File: src/design/days_to_hms_fraction_core_assert.svh
// assertion helpers for the days-to-hms core
`ifndef DAYS_TO_HMS_FRACTION_CORE_ASSERT_SVH
`define DAYS_TO_HMS_FRACTION_CORE_ASSERT_SVH

`ifndef SYNTHESIS
// same-cycle implication
`define DHF_ASSERT_IMP(lbl, ck, rn, ante, cons) \
  lbl: assert property (@(posedge ck) disable iff (!rn) (ante) |-> (cons)) \
    else $error("dhf: same-cycle check failed");
// next-cycle implication
`define DHF_ASSERT_NXT(lbl, ck, rn, ante, cons) \
  lbl: assert property (@(posedge ck) disable iff (!rn) (ante) |=> (cons)) \
    else $error("dhf: next-cycle check failed");
`else
`define DHF_ASSERT_IMP(lbl, ck, rn, ante, cons)
`define DHF_ASSERT_NXT(lbl, ck, rn, ante, cons)
`endif

`endif

File: src/design/dhf_pkg.sv
`default_nettype none

package dhf_pkg;

  // field widths
  localparam int IN_W       = 56;
  localparam int FRAC_BITS  = 40;
  localparam int MAX_DIGITS = 9;
  localparam int HOURS_W    = 20;
  localparam int MIN_W      = 6;
  localparam int SEC_W      = 6;
  localparam int FRAC_W     = 30;
  localparam int RES_W      = 5;

  // apb
  localparam int APB_DW = 32;
  localparam int APB_AW = 3;
  localparam logic [APB_AW-3:0] REG_RESOLUTION = '0;

  localparam int HOURS_MAX = 2**HOURS_W - 1;

  // internal widths
  localparam int P24_W  = IN_W + 5;
  localparam int HR_W   = P24_W - FRAC_BITS;
  localparam int HC_W   = HOURS_W + 1;
  localparam int HRX_W  = (HR_W > HC_W) ? HR_W : HC_W;
  localparam int FM_W   = FRAC_BITS + MIN_W;
  localparam int P6_W   = FRAC_BITS + 3;
  localparam int FL_W   = FRAC_BITS / 2;
  localparam int FH_W   = FRAC_BITS - FL_W;
  localparam int PLO_W  = FL_W + FRAC_W;
  localparam int PHI_W  = FH_W + FRAC_W;
  localparam int FSUM_W = FRAC_BITS + FRAC_W + 1;
  localparam int RCP_W  = 22;
  localparam int HQP_W  = HC_W + RCP_W;
  localparam int RND_W  = 3;

  // rounding modes
  localparam int MODE_W = 3;
  localparam logic [MODE_W-1:0] MODE_FINE  = MODE_W'(0);
  localparam logic [MODE_W-1:0] MODE_S10   = MODE_W'(1);
  localparam logic [MODE_W-1:0] MODE_S60   = MODE_W'(2);
  localparam logic [MODE_W-1:0] MODE_S600  = MODE_W'(3);
  localparam logic [MODE_W-1:0] MODE_S3600 = MODE_W'(4);
  localparam logic [MODE_W-1:0] MODE_H10   = MODE_W'(5);
  localparam logic [MODE_W-1:0] MODE_H100  = MODE_W'(6);
  localparam logic [MODE_W-1:0] MODE_H1000 = MODE_W'(7);

  // reciprocal division of the clipped hour count by 10, 100, 1000
  localparam logic [RCP_W-1:0] HQ_RCP10   = RCP_W'(1677722);
  localparam logic [RCP_W-1:0] HQ_RCP100  = RCP_W'(2684355);
  localparam logic [RCP_W-1:0] HQ_RCP1000 = RCP_W'(2147484);
  localparam int HQ_SH10   = 24;
  localparam int HQ_SH100  = 28;
  localparam int HQ_SH1000 = 31;

  localparam logic [FRAC_W-1:0] POW10 [0:9] = '{
    FRAC_W'(1), FRAC_W'(10), FRAC_W'(100), FRAC_W'(1000), FRAC_W'(10000),
    FRAC_W'(100000), FRAC_W'(1000000), FRAC_W'(10000000),
    FRAC_W'(100000000), FRAC_W'(1000000000)
  };

  typedef struct packed {
    logic [MODE_W-1:0] mode;
    logic [FRAC_W-1:0] unit;
  } dhf_ctl_t;

  // coarse split of one item, carried down the pipe
  typedef struct packed {
    logic              neg;
    logic              big;
    logic [HC_W-1:0]   hc;
    logic              fhalf;
    logic [RND_W-1:0]  r600;
    logic [MIN_W-1:0]  min0;
    logic              fmhalf;
    logic [RND_W-1:0]  r10;
    logic [SEC_W-1:0]  sec0;
  } dhf_hms_t;

  typedef struct packed {
    dhf_hms_t             hms;
    logic [FRAC_BITS-1:0] fs;
    logic [HQP_W-1:0]     hq_p;
  } dhf_split_t;

endpackage

`default_nettype wire

File: src/design/dhf_if.sv
`default_nettype none

interface dhf_in_if import dhf_pkg::*; ();
  logic                   valid;
  logic                   ready;
  logic signed [IN_W-1:0] days;

  modport source (output valid, output days, input ready);
  modport sink (input valid, input days, output ready);
endinterface

interface dhf_out_if import dhf_pkg::*; ();
  logic               valid;
  logic               ready;
  logic               negative;
  logic [HOURS_W-1:0] hours;
  logic [MIN_W-1:0]   minutes;
  logic [SEC_W-1:0]   seconds;
  logic [FRAC_W-1:0]  fraction;

  modport source (output valid, output negative, output hours, output minutes,
                  output seconds, output fraction, input ready);
  modport sink (input valid, input negative, input hours, input minutes,
                input seconds, input fraction, output ready);
endinterface

`default_nettype wire

File: src/design/dhf_cfg.sv
`default_nettype none

`include "days_to_hms_fraction_core_assert.svh"

module dhf_cfg import dhf_pkg::*; (
  input  wire logic              clk,
  input  wire logic              rst_n,
  input  wire logic              psel,
  input  wire logic              penable,
  input  wire logic              pwrite,
  input  wire logic [APB_AW-1:0] paddr,
  input  wire logic [APB_DW-1:0] pwdata,
  output logic      [APB_DW-1:0] prdata,
  output logic                   pready,
  output dhf_ctl_t               ctl
);

  logic [RES_W-1:0] res_r;
  dhf_ctl_t         ctl_r;
  dhf_ctl_t         ctl_nxt;
  logic             hit;
  logic             wr;
  logic [RES_W-1:0] wval;
  logic [3:0]       digits;

  assign hit    = paddr[APB_AW-1:2] == REG_RESOLUTION;
  assign wr     = psel && penable && pwrite && pready && hit;
  assign wval   = pwdata[RES_W-1:0];
  assign pready = 1'b1;
  assign prdata = hit ? {{(APB_DW-RES_W){res_r[RES_W-1]}}, res_r} : '0;
  assign ctl    = ctl_r;

  // decode the resolution into a rounding mode and a fraction unit
  always_comb begin
    digits       = (wval[3:0] > 4'(MAX_DIGITS)) ? 4'(MAX_DIGITS) : wval[3:0];
    ctl_nxt.unit = FRAC_W'(1);
    ctl_nxt.mode = MODE_FINE;
    if (!wval[RES_W-1]) begin
      ctl_nxt.unit = POW10[digits];
    end else begin
      unique case (wval)
        5'b11111: ctl_nxt.mode = MODE_S10;
        5'b11110: ctl_nxt.mode = MODE_S60;
        5'b11101: ctl_nxt.mode = MODE_S600;
        5'b11100: ctl_nxt.mode = MODE_S3600;
        5'b11011: ctl_nxt.mode = MODE_H10;
        5'b11010: ctl_nxt.mode = MODE_H100;
        default:  ctl_nxt.mode = MODE_H1000;
      endcase
    end
  end

  always_ff @(posedge clk) begin
    if (!rst_n) begin
      res_r      <= '0;
      ctl_r.mode <= MODE_FINE;
      ctl_r.unit <= FRAC_W'(1);
    end else if (wr) begin
      res_r <= wval;
      ctl_r <= ctl_nxt;
    end
  end

  `DHF_ASSERT_NXT(a_cfg_write, clk, rst_n, wr, res_r == $past(wval))

endmodule

`default_nettype wire

File: src/design/dhf_split.sv
`default_nettype none

`include "days_to_hms_fraction_core_assert.svh"

module dhf_split import dhf_pkg::*; (
  input  wire logic     clk,
  input  wire logic     rst_n,
  dhf_in_if.sink        in_ch,
  input  wire dhf_ctl_t ctl,
  output logic          dn_valid,
  input  wire logic     dn_ready,
  output dhf_split_t    dn_data
);

  localparam logic [P6_W-1:0] HALF6 = P6_W'(1) << (FRAC_BITS - 1);

  // stage valids and advance enables
  logic v1_r, v2_r, v3_r, v4_r;
  logic go1, go2, go3, go4;

  // stage 1: sign and magnitude
  logic            neg1_r, neg1_nxt;
  logic [IN_W-1:0] mag1_r, mag1_nxt;

  // stage 2: whole hours and hour fraction
  logic                 neg2_r;
  logic                 big2_r, big2_nxt;
  logic [HC_W-1:0]      hc2_r, hc2_nxt;
  logic [FRAC_BITS-1:0] fh2_r, fh2_nxt;
  logic [P24_W-1:0]     p24;
  logic [HRX_W-1:0]     hrx;

  // stage 3: minutes, minute fraction, ten-minute rounding, coarse hour offset
  dhf_hms_t             hms3_r, hms3_nxt;
  logic [FRAC_BITS-1:0] fm3_r, fm3_nxt;
  logic [HC_W-1:0]      hx3_r, hx3_nxt;
  logic [FM_W-1:0]      p60h;
  logic [P6_W-1:0]      p6h;
  logic [HC_W-1:0]      hoff;

  // stage 4: seconds, second fraction, ten-second rounding, reciprocal product
  dhf_split_t      s4_r, s4_nxt;
  logic [FM_W-1:0] p60m;
  logic [P6_W-1:0] p6m;
  logic [RCP_W-1:0] rcp;

  assign go4         = !v4_r || dn_ready;
  assign go3         = !v3_r || go4;
  assign go2         = !v2_r || go3;
  assign go1         = !v1_r || go2;
  assign in_ch.ready = go1;
  assign dn_valid    = v4_r;
  assign dn_data     = s4_r;

  always_comb begin
    neg1_nxt = in_ch.days[IN_W-1];
    mag1_nxt = neg1_nxt ? (~in_ch.days) + IN_W'(1) : in_ch.days;
  end

  always_comb begin
    p24      = (P24_W'(mag1_r) << 4) + (P24_W'(mag1_r) << 3);
    hrx      = HRX_W'(p24[P24_W-1:FRAC_BITS]);
    big2_nxt = hrx > HRX_W'(HOURS_MAX);
    hc2_nxt  = big2_nxt ? HC_W'(HOURS_MAX + 1) : hrx[HC_W-1:0];
    fh2_nxt  = p24[FRAC_BITS-1:0];
  end

  always_comb begin
    case (ctl.mode)
      MODE_H10:   hoff = HC_W'(5);
      MODE_H100:  hoff = HC_W'(50);
      MODE_H1000: hoff = HC_W'(500);
      default:    hoff = '0;
    endcase
    p60h            = (FM_W'(fh2_r) << 6) - (FM_W'(fh2_r) << 2);
    p6h             = (P6_W'(fh2_r) << 2) + (P6_W'(fh2_r) << 1) + HALF6;
    hms3_nxt        = '0;
    hms3_nxt.neg    = neg2_r;
    hms3_nxt.big    = big2_r;
    hms3_nxt.hc     = hc2_r;
    hms3_nxt.fhalf  = fh2_r[FRAC_BITS-1];
    hms3_nxt.r600   = p6h[P6_W-1:FRAC_BITS];
    hms3_nxt.min0   = p60h[FM_W-1:FRAC_BITS];
    fm3_nxt         = p60h[FRAC_BITS-1:0];
    hx3_nxt         = hc2_r + hoff;
  end

  always_comb begin
    case (ctl.mode)
      MODE_H10:   rcp = HQ_RCP10;
      MODE_H100:  rcp = HQ_RCP100;
      MODE_H1000: rcp = HQ_RCP1000;
      default:    rcp = '0;
    endcase
    p60m               = (FM_W'(fm3_r) << 6) - (FM_W'(fm3_r) << 2);
    p6m                = (P6_W'(fm3_r) << 2) + (P6_W'(fm3_r) << 1) + HALF6;
    s4_nxt.hms         = hms3_r;
    s4_nxt.hms.fmhalf  = fm3_r[FRAC_BITS-1];
    s4_nxt.hms.r10     = p6m[P6_W-1:FRAC_BITS];
    s4_nxt.hms.sec0    = p60m[FM_W-1:FRAC_BITS];
    s4_nxt.fs          = p60m[FRAC_BITS-1:0];
    s4_nxt.hq_p        = HQP_W'(hx3_r) * HQP_W'(rcp);
  end

  always_ff @(posedge clk) begin
    if (!rst_n) begin
      v1_r <= 1'b0;
      v2_r <= 1'b0;
      v3_r <= 1'b0;
      v4_r <= 1'b0;
    end else begin
      if (go1) v1_r <= in_ch.valid;
      if (go2) v2_r <= v1_r;
      if (go3) v3_r <= v2_r;
      if (go4) v4_r <= v3_r;
    end
  end

  always_ff @(posedge clk) begin
    if (go1 && in_ch.valid) begin
      neg1_r <= neg1_nxt;
      mag1_r <= mag1_nxt;
    end
    if (go2 && v1_r) begin
      neg2_r <= neg1_r;
      big2_r <= big2_nxt;
      hc2_r  <= hc2_nxt;
      fh2_r  <= fh2_nxt;
    end
    if (go3 && v2_r) begin
      hms3_r <= hms3_nxt;
      fm3_r  <= fm3_nxt;
      hx3_r  <= hx3_nxt;
    end
    if (go4 && v3_r) begin
      s4_r <= s4_nxt;
    end
  end

  `DHF_ASSERT_NXT(a_split_hold, clk, rst_n, v4_r && !dn_ready, v4_r)
  `DHF_ASSERT_NXT(a_split_fill, clk, rst_n, go1 && in_ch.valid, v1_r)

endmodule

`default_nettype wire

File: src/design/dhf_round.sv
`default_nettype none

`include "days_to_hms_fraction_core_assert.svh"

module dhf_round import dhf_pkg::*; (
  input  wire logic       clk,
  input  wire logic       rst_n,
  input  wire dhf_ctl_t   ctl,
  input  wire logic       up_valid,
  output logic            up_ready,
  input  wire dhf_split_t up_data,
  dhf_out_if.source       out_ch
);

  localparam logic [FSUM_W-1:0] HALF_S = FSUM_W'(1) << (FRAC_BITS - 1);

  logic v5_r, v6_r, ov_r;
  logic go5, go6, go7;

  // stage 5: fraction partial products, coarse hour quotient
  dhf_hms_t         hms5_r;
  logic [PLO_W-1:0] plo5_r, plo5_nxt;
  logic [PHI_W-1:0] phi5_r, phi5_nxt;
  logic [HC_W-1:0]  hq5_r, hq5_nxt;

  // stage 6: rounded fraction, coarse hours
  dhf_hms_t          hms6_r;
  logic [FRAC_W-1:0] fr6_r, fr6_nxt;
  logic [HC_W-1:0]   hco6_r, hco6_nxt;
  logic [FSUM_W-1:0] fsum;

  // stage 7: output register
  logic               oneg_r;
  logic [HOURS_W-1:0] ohours_r, ohours_nxt;
  logic [MIN_W-1:0]   omin_r, omin_nxt;
  logic [SEC_W-1:0]   osec_r, osec_nxt;
  logic [FRAC_W-1:0]  ofrac_r, ofrac_nxt;

  logic              fr_carry, s_carry, m_carry, sat;
  logic [SEC_W-1:0]  s_val;
  logic [MIN_W-1:0]  m_val;
  logic [HC_W-1:0]   h_val;
  logic [FRAC_W-1:0] f_val;

  assign go7             = !ov_r || out_ch.ready;
  assign go6             = !v6_r || go7;
  assign go5             = !v5_r || go6;
  assign up_ready        = go5;
  assign out_ch.valid    = ov_r;
  assign out_ch.negative = oneg_r;
  assign out_ch.hours    = ohours_r;
  assign out_ch.minutes  = omin_r;
  assign out_ch.seconds  = osec_r;
  assign out_ch.fraction = ofrac_r;

  always_comb begin
    plo5_nxt = PLO_W'(up_data.fs[FL_W-1:0]) * PLO_W'(ctl.unit);
    phi5_nxt = PHI_W'(up_data.fs[FRAC_BITS-1:FL_W]) * PHI_W'(ctl.unit);
    case (ctl.mode)
      MODE_H10:   hq5_nxt = HC_W'(up_data.hq_p >> HQ_SH10);
      MODE_H100:  hq5_nxt = HC_W'(up_data.hq_p >> HQ_SH100);
      MODE_H1000: hq5_nxt = HC_W'(up_data.hq_p >> HQ_SH1000);
      default:    hq5_nxt = '0;
    endcase
  end

  always_comb begin
    fsum    = (FSUM_W'(phi5_r) << FL_W) + FSUM_W'(plo5_r) + HALF_S;
    fr6_nxt = FRAC_W'(fsum >> FRAC_BITS);
    case (ctl.mode)
      MODE_H10:   hco6_nxt = (hq5_r << 3) + (hq5_r << 1);
      MODE_H100:  hco6_nxt = (hq5_r << 6) + (hq5_r << 5) + (hq5_r << 2);
      MODE_H1000: hco6_nxt = (hq5_r << 10) - (hq5_r << 4) - (hq5_r << 3);
      default:    hco6_nxt = '0;
    endcase
  end

  // rounding carries ripple into the hours; then saturate
  always_comb begin
    fr_carry = 1'b0;
    s_carry  = 1'b0;
    m_carry  = 1'b0;
    f_val    = '0;
    s_val    = '0;
    m_val    = '0;
    h_val    = hms6_r.hc;
    unique case (ctl.mode) inside
      MODE_FINE: begin
        fr_carry = fr6_r == ctl.unit;
        f_val    = fr_carry ? '0 : fr6_r;
        s_carry  = fr_carry && (hms6_r.sec0 == SEC_W'(59));
        s_val    = s_carry ? '0 : hms6_r.sec0 + SEC_W'(fr_carry);
        m_carry  = s_carry && (hms6_r.min0 == MIN_W'(59));
        m_val    = m_carry ? '0 : hms6_r.min0 + MIN_W'(s_carry);
        h_val    = hms6_r.hc + HC_W'(m_carry);
      end
      MODE_S10: begin
        s_carry = hms6_r.r10 == RND_W'(6);
        s_val   = s_carry ? '0 : (SEC_W'(hms6_r.r10) << 3) + (SEC_W'(hms6_r.r10) << 1);
        m_carry = s_carry && (hms6_r.min0 == MIN_W'(59));
        m_val   = m_carry ? '0 : hms6_r.min0 + MIN_W'(s_carry);
        h_val   = hms6_r.hc + HC_W'(m_carry);
      end
      MODE_S60: begin
        m_carry = hms6_r.fmhalf && (hms6_r.min0 == MIN_W'(59));
        m_val   = m_carry ? '0 : hms6_r.min0 + MIN_W'(hms6_r.fmhalf);
        h_val   = hms6_r.hc + HC_W'(m_carry);
      end
      MODE_S600: begin
        m_carry = hms6_r.r600 == RND_W'(6);
        m_val   = m_carry ? '0 : (MIN_W'(hms6_r.r600) << 3) + (MIN_W'(hms6_r.r600) << 1);
        h_val   = hms6_r.hc + HC_W'(m_carry);
      end
      MODE_S3600: begin
        h_val = hms6_r.hc + HC_W'(hms6_r.fhalf);
      end
      MODE_H10, MODE_H100, MODE_H1000: begin
        h_val = hco6_r;
      end
    endcase
    sat = hms6_r.big || (h_val > HC_W'(HOURS_MAX));
    if (sat) begin
      ohours_nxt = HOURS_W'(HOURS_MAX);
      omin_nxt   = MIN_W'(59);
      osec_nxt   = SEC_W'(59);
      ofrac_nxt  = ctl.unit - FRAC_W'(1);
    end else begin
      ohours_nxt = h_val[HOURS_W-1:0];
      omin_nxt   = m_val;
      osec_nxt   = s_val;
      ofrac_nxt  = f_val;
    end
  end

  always_ff @(posedge clk) begin
    if (!rst_n) begin
      v5_r <= 1'b0;
      v6_r <= 1'b0;
      ov_r <= 1'b0;
    end else begin
      if (go5) v5_r <= up_valid;
      if (go6) v6_r <= v5_r;
      if (go7) ov_r <= v6_r;
    end
  end

  always_ff @(posedge clk) begin
    if (go5 && up_valid) begin
      hms5_r <= up_data.hms;
      plo5_r <= plo5_nxt;
      phi5_r <= phi5_nxt;
      hq5_r  <= hq5_nxt;
    end
    if (go6 && v5_r) begin
      hms6_r <= hms5_r;
      fr6_r  <= fr6_nxt;
      hco6_r <= hco6_nxt;
    end
    if (go7 && v6_r) begin
      oneg_r   <= hms6_r.neg;
      ohours_r <= ohours_nxt;
      omin_r   <= omin_nxt;
      osec_r   <= osec_nxt;
      ofrac_r  <= ofrac_nxt;
    end
  end

  `DHF_ASSERT_NXT(a_out_hold, clk, rst_n, ov_r && !out_ch.ready, ov_r)
  `DHF_ASSERT_IMP(a_out_range, clk, rst_n, ov_r, (omin_r < MIN_W'(60)) && (osec_r < SEC_W'(60)))

endmodule

`default_nettype wire

File: src/design/days_to_hms_fraction_core.sv
// days to hours / minutes / seconds / decimal fraction converter
//
// in_ch carries a signed interval in days (56 bits, 40 fractional bits);
// out_ch returns the sign flag and the magnitude as hours (not wrapped at
// 24), minutes, seconds and a fraction of resolution_digits decimal places,
// rounded half away from zero. negative resolutions round the seconds to
// 10 s, 1 min, 10 min, 1 h, 10 h, 100 h or 1000 h and give a zero fraction
// both channels move one item per valid/ready transfer
// pipeline: seven register stages; an input transfer loads stage 1 and
//   the result is shown on out_ch from stage 7, the output register
// throughput: one item per cycle while out_ch does not stall; the stages
//   are sign and magnitude, hour split, minute split, second split,
//   fraction partial products, fraction rounding, carry and output
// when out_ch stalls, items keep moving into empty stages, so the core
//   still takes inputs until every stage is full; nothing is dropped
// reset (rst_n low at a clock edge) empties the pipeline and sets the
//   resolution register to 0 (whole seconds)
// resolution_digits sits at apb address 0 and may be written only while
//   no item is in flight
`default_nettype none

module days_to_hms_fraction_core import dhf_pkg::*; (
  input  wire logic              clk,
  input  wire logic              rst_n,
  dhf_in_if.sink                 in_ch,
  dhf_out_if.source              out_ch,
  input  wire logic              psel,
  input  wire logic              penable,
  input  wire logic              pwrite,
  input  wire logic [APB_AW-1:0] paddr,
  input  wire logic [APB_DW-1:0] pwdata,
  output logic      [APB_DW-1:0] prdata,
  output logic                   pready
);

  // decoded resolution shared by both halves of the pipe
  dhf_ctl_t   ctl;
  // handoff between the split stages and the rounding stages
  logic       mid_valid;
  logic       mid_ready;
  dhf_split_t mid_data;

  // configuration register and its decode
  dhf_cfg u_cfg (
    .clk     (clk),
    .rst_n   (rst_n),
    .psel    (psel),
    .penable (penable),
    .pwrite  (pwrite),
    .paddr   (paddr),
    .pwdata  (pwdata),
    .prdata  (prdata),
    .pready  (pready),
    .ctl     (ctl)
  );

  // stages 1-4: magnitude, hours, minutes, seconds, coarse hour reciprocal product
  dhf_split u_split (
    .clk      (clk),
    .rst_n    (rst_n),
    .in_ch    (in_ch),
    .ctl      (ctl),
    .dn_valid (mid_valid),
    .dn_ready (mid_ready),
    .dn_data  (mid_data)
  );

  // stages 5-7: decimal fraction, coarse hour quotient, rounding carries, saturation, output
  dhf_round u_round (
    .clk      (clk),
    .rst_n    (rst_n),
    .ctl      (ctl),
    .up_valid (mid_valid),
    .up_ready (mid_ready),
    .up_data  (mid_data),
    .out_ch   (out_ch)
  );

endmodule

`default_nettype wire

File: src/flat_wrapper.sv
// flat-port wrapper written by rule: the top's interface ports become plain ports
module days_to_hms_fraction_core_flat import dhf_pkg::*;
  (clk, rst_n, psel, penable, pwrite, paddr, pwdata, prdata, pready, in_ch_valid, in_ch_days, in_ch_ready, out_ch_valid, out_ch_negative, out_ch_hours, out_ch_minutes, out_ch_seconds, out_ch_fraction, out_ch_ready);
  dhf_in_if in_ch_i ();
  dhf_out_if out_ch_i ();
  input  wire logic clk;
  input  wire logic rst_n;
  input  wire logic psel;
  input  wire logic penable;
  input  wire logic pwrite;
  input  wire logic [APB_AW-1:0] paddr;
  input  wire logic [APB_DW-1:0] pwdata;
  output logic      [APB_DW-1:0] prdata;
  output logic pready;
  input wire logic [$bits(in_ch_i.valid)-1:0] in_ch_valid;
  input wire logic [$bits(in_ch_i.days)-1:0] in_ch_days;
  output wire logic [$bits(in_ch_i.ready)-1:0] in_ch_ready;
  output wire logic [$bits(out_ch_i.valid)-1:0] out_ch_valid;
  output wire logic [$bits(out_ch_i.negative)-1:0] out_ch_negative;
  output wire logic [$bits(out_ch_i.hours)-1:0] out_ch_hours;
  output wire logic [$bits(out_ch_i.minutes)-1:0] out_ch_minutes;
  output wire logic [$bits(out_ch_i.seconds)-1:0] out_ch_seconds;
  output wire logic [$bits(out_ch_i.fraction)-1:0] out_ch_fraction;
  input wire logic [$bits(out_ch_i.ready)-1:0] out_ch_ready;
  assign in_ch_i.valid = in_ch_valid;
  assign in_ch_i.days = in_ch_days;
  assign in_ch_ready = in_ch_i.ready;
  assign out_ch_valid = out_ch_i.valid;
  assign out_ch_negative = out_ch_i.negative;
  assign out_ch_hours = out_ch_i.hours;
  assign out_ch_minutes = out_ch_i.minutes;
  assign out_ch_seconds = out_ch_i.seconds;
  assign out_ch_fraction = out_ch_i.fraction;
  assign out_ch_i.ready = out_ch_ready;
  days_to_hms_fraction_core u_core (.clk(clk), .rst_n(rst_n), .in_ch(in_ch_i), .out_ch(out_ch_i), .psel(psel), .penable(penable), .pwrite(pwrite), .paddr(paddr), .pwdata(pwdata), .prdata(prdata), .pready(pready));
endmodule
File: config.mk
export PLATFORM = sky130hd
export DESIGN_NAME = days_to_hms_fraction_core_flat
export DESIGN_NICKNAME = d
export VERILOG_FILES = /design/src/design/dhf_pkg.sv /design/src/design/dhf_if.sv /design/src/design/dhf_cfg.sv /design/src/design/dhf_split.sv /design/src/design/dhf_round.sv /design/src/design/days_to_hms_fraction_core.sv /design/src/flat_wrapper.sv
export VERILOG_INCLUDE_DIRS = /design/src /design/src/design
export SDC_FILE = /design/constraint.sdc
export NUM_CORES = 2
export LEC_CHECK = 0
export ABC_CLOCK_PERIOD_IN_PS = 7600
export BUFFER_PORTS_ARGS = -buffer_cell sky130_fd_sc_hd__buf_2
export CAP_MARGIN = 20
export CORE_MARGIN = 5
export CORE_UTILIZATION = 25
export CTS_CLUSTER_DIAMETER = 40
export CTS_CLUSTER_SIZE = 24
export DETAILED_ROUTE_END_ITERATION = 8
export GPL_TIMING_DRIVEN = 0
export PLACE_DENSITY = 0.39
export SLEW_MARGIN = 40
export SYNTH_ARGS = -nofsm -noshare
export SYNTH_HDL_FRONTEND = slang
export SYNTH_SLANG_ARGS = --single-unit
File: constraint.sdc
create_clock -name clk -period 7.6 [get_ports clk]
set_input_delay 0 -clock clk [delete_from_list [all_inputs] [get_ports clk]]
set_output_delay 0 -clock clk [all_outputs]
set_load 0.02 [all_outputs]
# After elaboration in Yosys (flattened, before gate mapping)
# Memories as Yosys holds them, arrays and structs flattened.
# Index checks and enable logic that the tools add are counted.
# word_totals
register_bits	704
rom_bits	480
word_cells	176
n_memories	1
# memory_table
memory	depth	width	rd	rd_clocked_by_memory_dff	write_ports	line_no	rtl
(name not given)	16	30	1	0	0	dhf_cfg.sv:39	ctl_nxt.unit = POW10[digits];
# op_classes
addsub	28
n_mul	3
order_cmp	4
n_eq_ne	18
mux	24
bitwise	3
reduce_logical	31
# ops
operator	count
$mux W30	6
$pmux W21 S6	1
$add A21 B1 Y21	5
$mul A20 B30 Y50	2
$sub A46 B42 Y46	2
$add A42 B41 Y43	2
$add A43 B40 Y43 const B	2
$add A70 B40 Y70 const B	1
$add A70 B50 Y70	1
$pmux W22 S3	1
$add A21 B21 Y21	3
$pmux W21 S3	1
$add A60 B59 Y61	1
$pmux W19 S3	1
$add A56 B2 Y56 const B	1
$not A56 Y56	1
$mux W55	1
$mul A21 B22 Y43	1
$gt A21 B20 Y1 const B	2
$sub A21 B21 Y21	2
$mux W6	6
$mux W32	1
$eq A30 B30 Y1	1
$eq A5 B5 Y1 const B	6
23 further kinds	60

# Logic depth before layout (Yosys ltp)
# logic_depth
word_depth	9
ltp_mapped	33
mapped_depth_nobuf	31

# By module
# A second synthesis with hierarchy kept.
# unflattened
cells_unflattened	9355
hier_area_um2	90883.4
# modules_own_cells
mod	n_inst	cells_per_inst	area_each_um2	seq_area_each_um2
dhf_round	1	5843	55176.7	9008.6
dhf_split	1	3295	33823.7	9839.4
dhf_cfg	1	217	1883.1	620.6

# Worst setup path before layout
# OpenSTA, ideal clock, no wires.
# synth_path
path_type	reg2reg
from	register u_core.u_cfg.ctl_r (netlist bit u_core.u_cfg.ctl[32])
to	register u_core.u_split.s4_r (netlist bit u_core.u_split.dn_data[39]), data pin
t_arrival_ns	7.989
required_ns	7.342
path_slack_ns	-0.647
path_stages_with_launch	32
n_path_buf	4
period_less_slack_ns	8.247
path_cell_list	dfxtp_1 -> clkbuf_1 -> nand2_1 -> or2_2 -> clkbuf_1 -> inv_1 -> clkbuf_1 -> clkbuf_1 -> and2_1 -> fa_1 -> fa_1 -> inv_1 -> fa_1 -> inv_1 -> fa_1 -> fa_1 -> fa_1 -> inv_1 -> fa_1 -> inv_1 -> ha_1 -> a21o_1 -> a21o_1 -> a211o_1 -> o21ai_0 -> a21oi_1 -> o311ai_0 -> o21ai_0 -> a311oi_1 -> o21bai_1 -> a21oi_1 -> xnor2_1
# synth_lines
item	line_no	rtl
start, declared	dhf_cfg.sv:19	dhf_ctl_t ctl_r;
start signal, assigned	dhf_cfg.sv:60	ctl_r <= ctl_nxt;
end signal, assigned	dhf_split.sv:136	s4_r <= s4_nxt;
end, declared	dhf_split.sv:42	dhf_split_t s4_r, s4_nxt;

==> impl_results.md <==
- Yosys reg bits: 637
- Tmin final: 8.022 ns
- Status: finished with violations
- Max incr delay on CP: 0.55 ns
- Port Buffers: 164
- Mapped Cells: 7957
- Final wirelength: 273200 µm
- CTS clock-pin slew for the worst setup and hold paths: 0.05 ns
- Slowest CP cell: or4_4
- Violated checks: negative setup slack
- Net switching power: 0.003419 W
- Post-synthesis cell type count: 89
- Die width: 576.7 µm
- Final period util: 105.5%
- Antenna violations before repair: 26
- Gpl congestion: 0.9044
- Clock Power Share: 44.9%
- Post-placement cell count: 12470
- Initial Utilization: 25.06%
- PD cells: 117.2 mW/mm²
- Final WS setup: -0.4218 ns
- Worst vdd ir: 0.1916 mV
- Sequential element share of the synthesized area: 23.36%
- Clock latency on the worst-skew pair: 0.77 ns
- Final Skew: 0.08486 ns
- Top-area cell type share of the netlist area: 28.06%
- Seq pwr share: 36.0%
- Max clock buf depth: 3
- Drt pass-1 iters: 6
- Gate power share: 19.1%
- Gr usage total: 16.37%
- DP Worst Slack: -2.514 ns
- Switch share: 29.76%
- Vias per Instance: 4.466
- Die height: 576.7 µm
- Routed WL per cell: 20.94 µm
- Top cell type by total area after synthesis: fa_1
- Final net count: 10810
- CP max FO: 6
- IO Count: 196
- Prevailing post-synth register cell: edfxtp_1
- Final Util: 30.59%
- GRT overflow: 0
- CTS root buf: clkbuf_16
- Largest net degree at the start of global routing: 29
- CTS tree: built
- Maximum clock rate: 124.7 MHz
- Residual DRC count: 0
- TritonCTS Buffers: 113
- Share of layout cells above drive strength 1: 13.99%
- CTS H-tree depth: 3
- Iter 0 DRT Violations: 3206
- Standby leakage power: 46.29 nW
- RSZ-0062 raised after global routing: yes
- Worst hold path type: in2reg
- Post-route ant nets: 0
- CP Capture Type: flop
- Ys async rst share: 0%
- Worst-Margin Slew: 0.8858 ns
- Core box area: 0.3204 mm²
- DP HPWL: 227700 µm
- First-pass GRT wire length: 407800 µm
- Most common cell on crit path: fa_1
- Vias in the first global route: 62000
- Finished Layout Cells: 13050
- Fin. Hold Viols: 0
- Vias after detailed routing: 58250
- Critical Path RT: 8.09 ns
- Synth top area cells: fa_1, edfxtp_1, ha_1
- Synth Warn #: 0
- Clock sink total: 637
- Die Area: 0.3325 mm²
- Crit path kind: reg2reg
- Internal power contribution: 0.008069 W
- Max_slew headroom: 40.73%
- Slew Limit Fails: 0
- Synth-to-Final Area Change: 22.07%
- Cell Area, Synth: 0.08027 mm²
- Net Count, Synth: 10130
- Setup-failing EPs final: 14
- Post-synth EDFFs: 599
- # rows: 208
- WP data arrival: 8.51 ns
- CP startpoint kind: flop
- Max cap viols: 0
- Syn Area/Cell: 10.09 µm²
[Yosys cell counts, types with 7 or more instances]
| master | instances |
|---|---|
| inv_1 | 1450 |
| fa_1 | 1125 |
| ha_1 | 952 |
| nand2_1 | 790 |
| edfxtp_1 | 599 |
| and2_1 | 372 |
| a21oi_1 | 316 |
| nor2_1 | 293 |
| xnor2_1 | 289 |
| o21ai_0 | 219 |
| clkbuf_1 | 218 |
| a21o_1 | 169 |
| xor2_1 | 147 |
| nand3_1 | 135 |
| and3_1 | 68 |
| o21bai_1 | 55 |
| buf_1 | 51 |
| nand2b_1 | 51 |
| nor3_1 | 50 |
| nor2b_1 | 41 |
| nand4_1 | 40 |
| o21a_1 | 40 |
| a22oi_1 | 38 |
| dfxtp_1 | 38 |
| a211oi_1 | 35 |
| a31oi_1 | 31 |
| buf_4 | 30 |
| o211ai_1 | 23 |
| o31ai_1 | 22 |
| nor4_1 | 20 |
| or3_1 | 18 |
| a31o_2 | 16 |
| or2_2 | 15 |
| a21boi_0 | 14 |
| o41ai_1 | 14 |
| or4_1 | 12 |
| mux2_2 | 11 |
| o2111ai_1 | 10 |
| a221oi_1 | 8 |
| and4_1 | 8 |
| o22ai_1 | 8 |
| a211o_1 | 7 |
| a311oi_1 | 7 |
| a41oi_1 | 7 |
| o221ai_1 | 7 |
[placed cells by master, fill, tap and decap left out, types with 169 or more instances in the layout]
| cell | synthesis | final |
|---|---|---|
| buf_4 | 30 | 271 |
| inv_1 | 1450 | 1407 |
| edfxtp_1 | 599 | 599 |
| a21oi_1 | 316 | 296 |
| ha_1 | 952 | 921 |
| xnor2_1 | 289 | 276 |
| o21ai_0 | 219 | 201 |
| and2_1 | 372 | 354 |
| buf_2 | 0 | 174 |
| a21o_1 | 169 | 169 |
| nand2_1 | 790 | 746 |
| nor2_1 | 293 | 270 |
| fa_1 | 1125 | 1102 |
[state kept, by name, indices dropped and copies added, names as in the netlist, 26 cells and up]
name                            cells
u_core.u_cfg.ctl                   26
u_core.u_round.fr6_r               30
u_core.u_round.hms5_r              43
u_core.u_round.hms6_r              43
u_core.u_round.out_ch.fraction     30
u_core.u_round.phi5_r              50
u_core.u_round.plo5_r              30
u_core.u_split.dn_data             95
u_core.u_split.fh2_r               37
u_core.u_split.fm3_r               35
u_core.u_split.hms3_r              33
u_core.u_split.mag1_r              56
[stage by stage]
stage	hold WS (ns)	setup TNS, ns	cell area, µm²	total power, W
after floorplan	0.07623	0	80380	0.005635
after global placement	0.2049	-392.62	86590	0.006253
after detailed placement	0.2048	-101.35	87540	0.006277
after CTS	0.01958	-3.296	96580	0.01165
after global routing	0.03348	-6.358	97980	0.01211
final	0.07469	-3.081	97990	0.01149
[layout make-up]
cell class	count	area (µm²)
Timing Repair Buffer	571	4812
Buffer	288	2989
Sequential cell	637	18790
Antenna cell	7	17.52
Fill cell	33330	222400
Multi-Input combinational cell	5569	56530
Tap cell	4305	5386
Clock buffer	123	2897
Clock inverter	93	1067
Inverter	1452	5500
[worst paths after layout]
kind / from / endpoint / slack [ns] / depth (start not counted)
setup reg to reg: u_core.u_cfg.ctl[32]$_SDFFE_PN0P_ / u_core.u_split.dn_data[35]$_DFFE_PP_ / -0.42 / 31
hold reg to reg: u_core.u_split.dn_data[120]$_DFFE_PP_ / u_core.u_round.hms5_r[37]$_DFFE_PP_ / 0.40 / 0
hold / removal: in_ch_days[0] / u_core.u_split.mag1_r[0]$_DFFE_PP_ / 0.07 / 2
setup / recovery: u_core.u_cfg.ctl[32]$_SDFFE_PN0P_ / u_core.u_split.dn_data[35]$_DFFE_PP_ / -0.42 / 31
[critical path: cells and delay by family, from the launching register on]
kind | cells | cell delay [ns]
AO/OA/AOI/OAI | 8 | 1.60
XOR/XNOR | 1 | 0.07
adder cells (fa/ha/maj) | 8 | 3.70
buffers and inverters | 10 | 1.00
flip-flops | 1 | 0.39
AND/OR/NAND/NOR | 4 | 0.98
[power by group through the flow]
| stage | registers (W) | logic [W] | clock network [W] |
|---|---|---|---|
| 3_5_place_dp | 0.00421 | 0.00206 | 0 |
| 6_report | 0.00413 | 0.00220 | 0.00516 |
| 3_3_place_gp | 0.00423 | 0.00203 | 0 |
| 5_1_grt | 0.00415 | 0.00249 | 0.00547 |
| 4_1_cts | 0.00414 | 0.00219 | 0.00532 |
| 2_1_floorplan | 0.00416 | 0.00147 | 0 |
[cells by family after synthesis]
logic type      count (synthesis)  share of synthesized area, %
fa+ha+maj                    2077                         42.89
simple gates                 1946                         11.69
buf+inv                      1751                         8.328
compound gates               1092                         8.736
flops                         637                         23.36
xor+xnor                      436                         4.757
mux                            17                        0.2291
other cells                     1                      0.004672
[per-layer routing]
metal	up-vias	global-route usage, %	part of all wire [%]
met5	-	0	0.012
met4	6	4.213	2.8
met3	277	2.224	4.6
met2	1262	26.95	47
met1	29430	22.65	46
li1	27280	-	-
[repair_timing]
item | CTS | global route
cloned | 0 | 1
endpoints found under the setup margin | 73 | 43
gates resized for setup | 645 | 218
setup buffers | 169 | 83
pin swaps | 98 | 138
hold buffers | 116 | 0
hold endpoints to repair | 128 | 0
(Power assumes the default switching activity.)
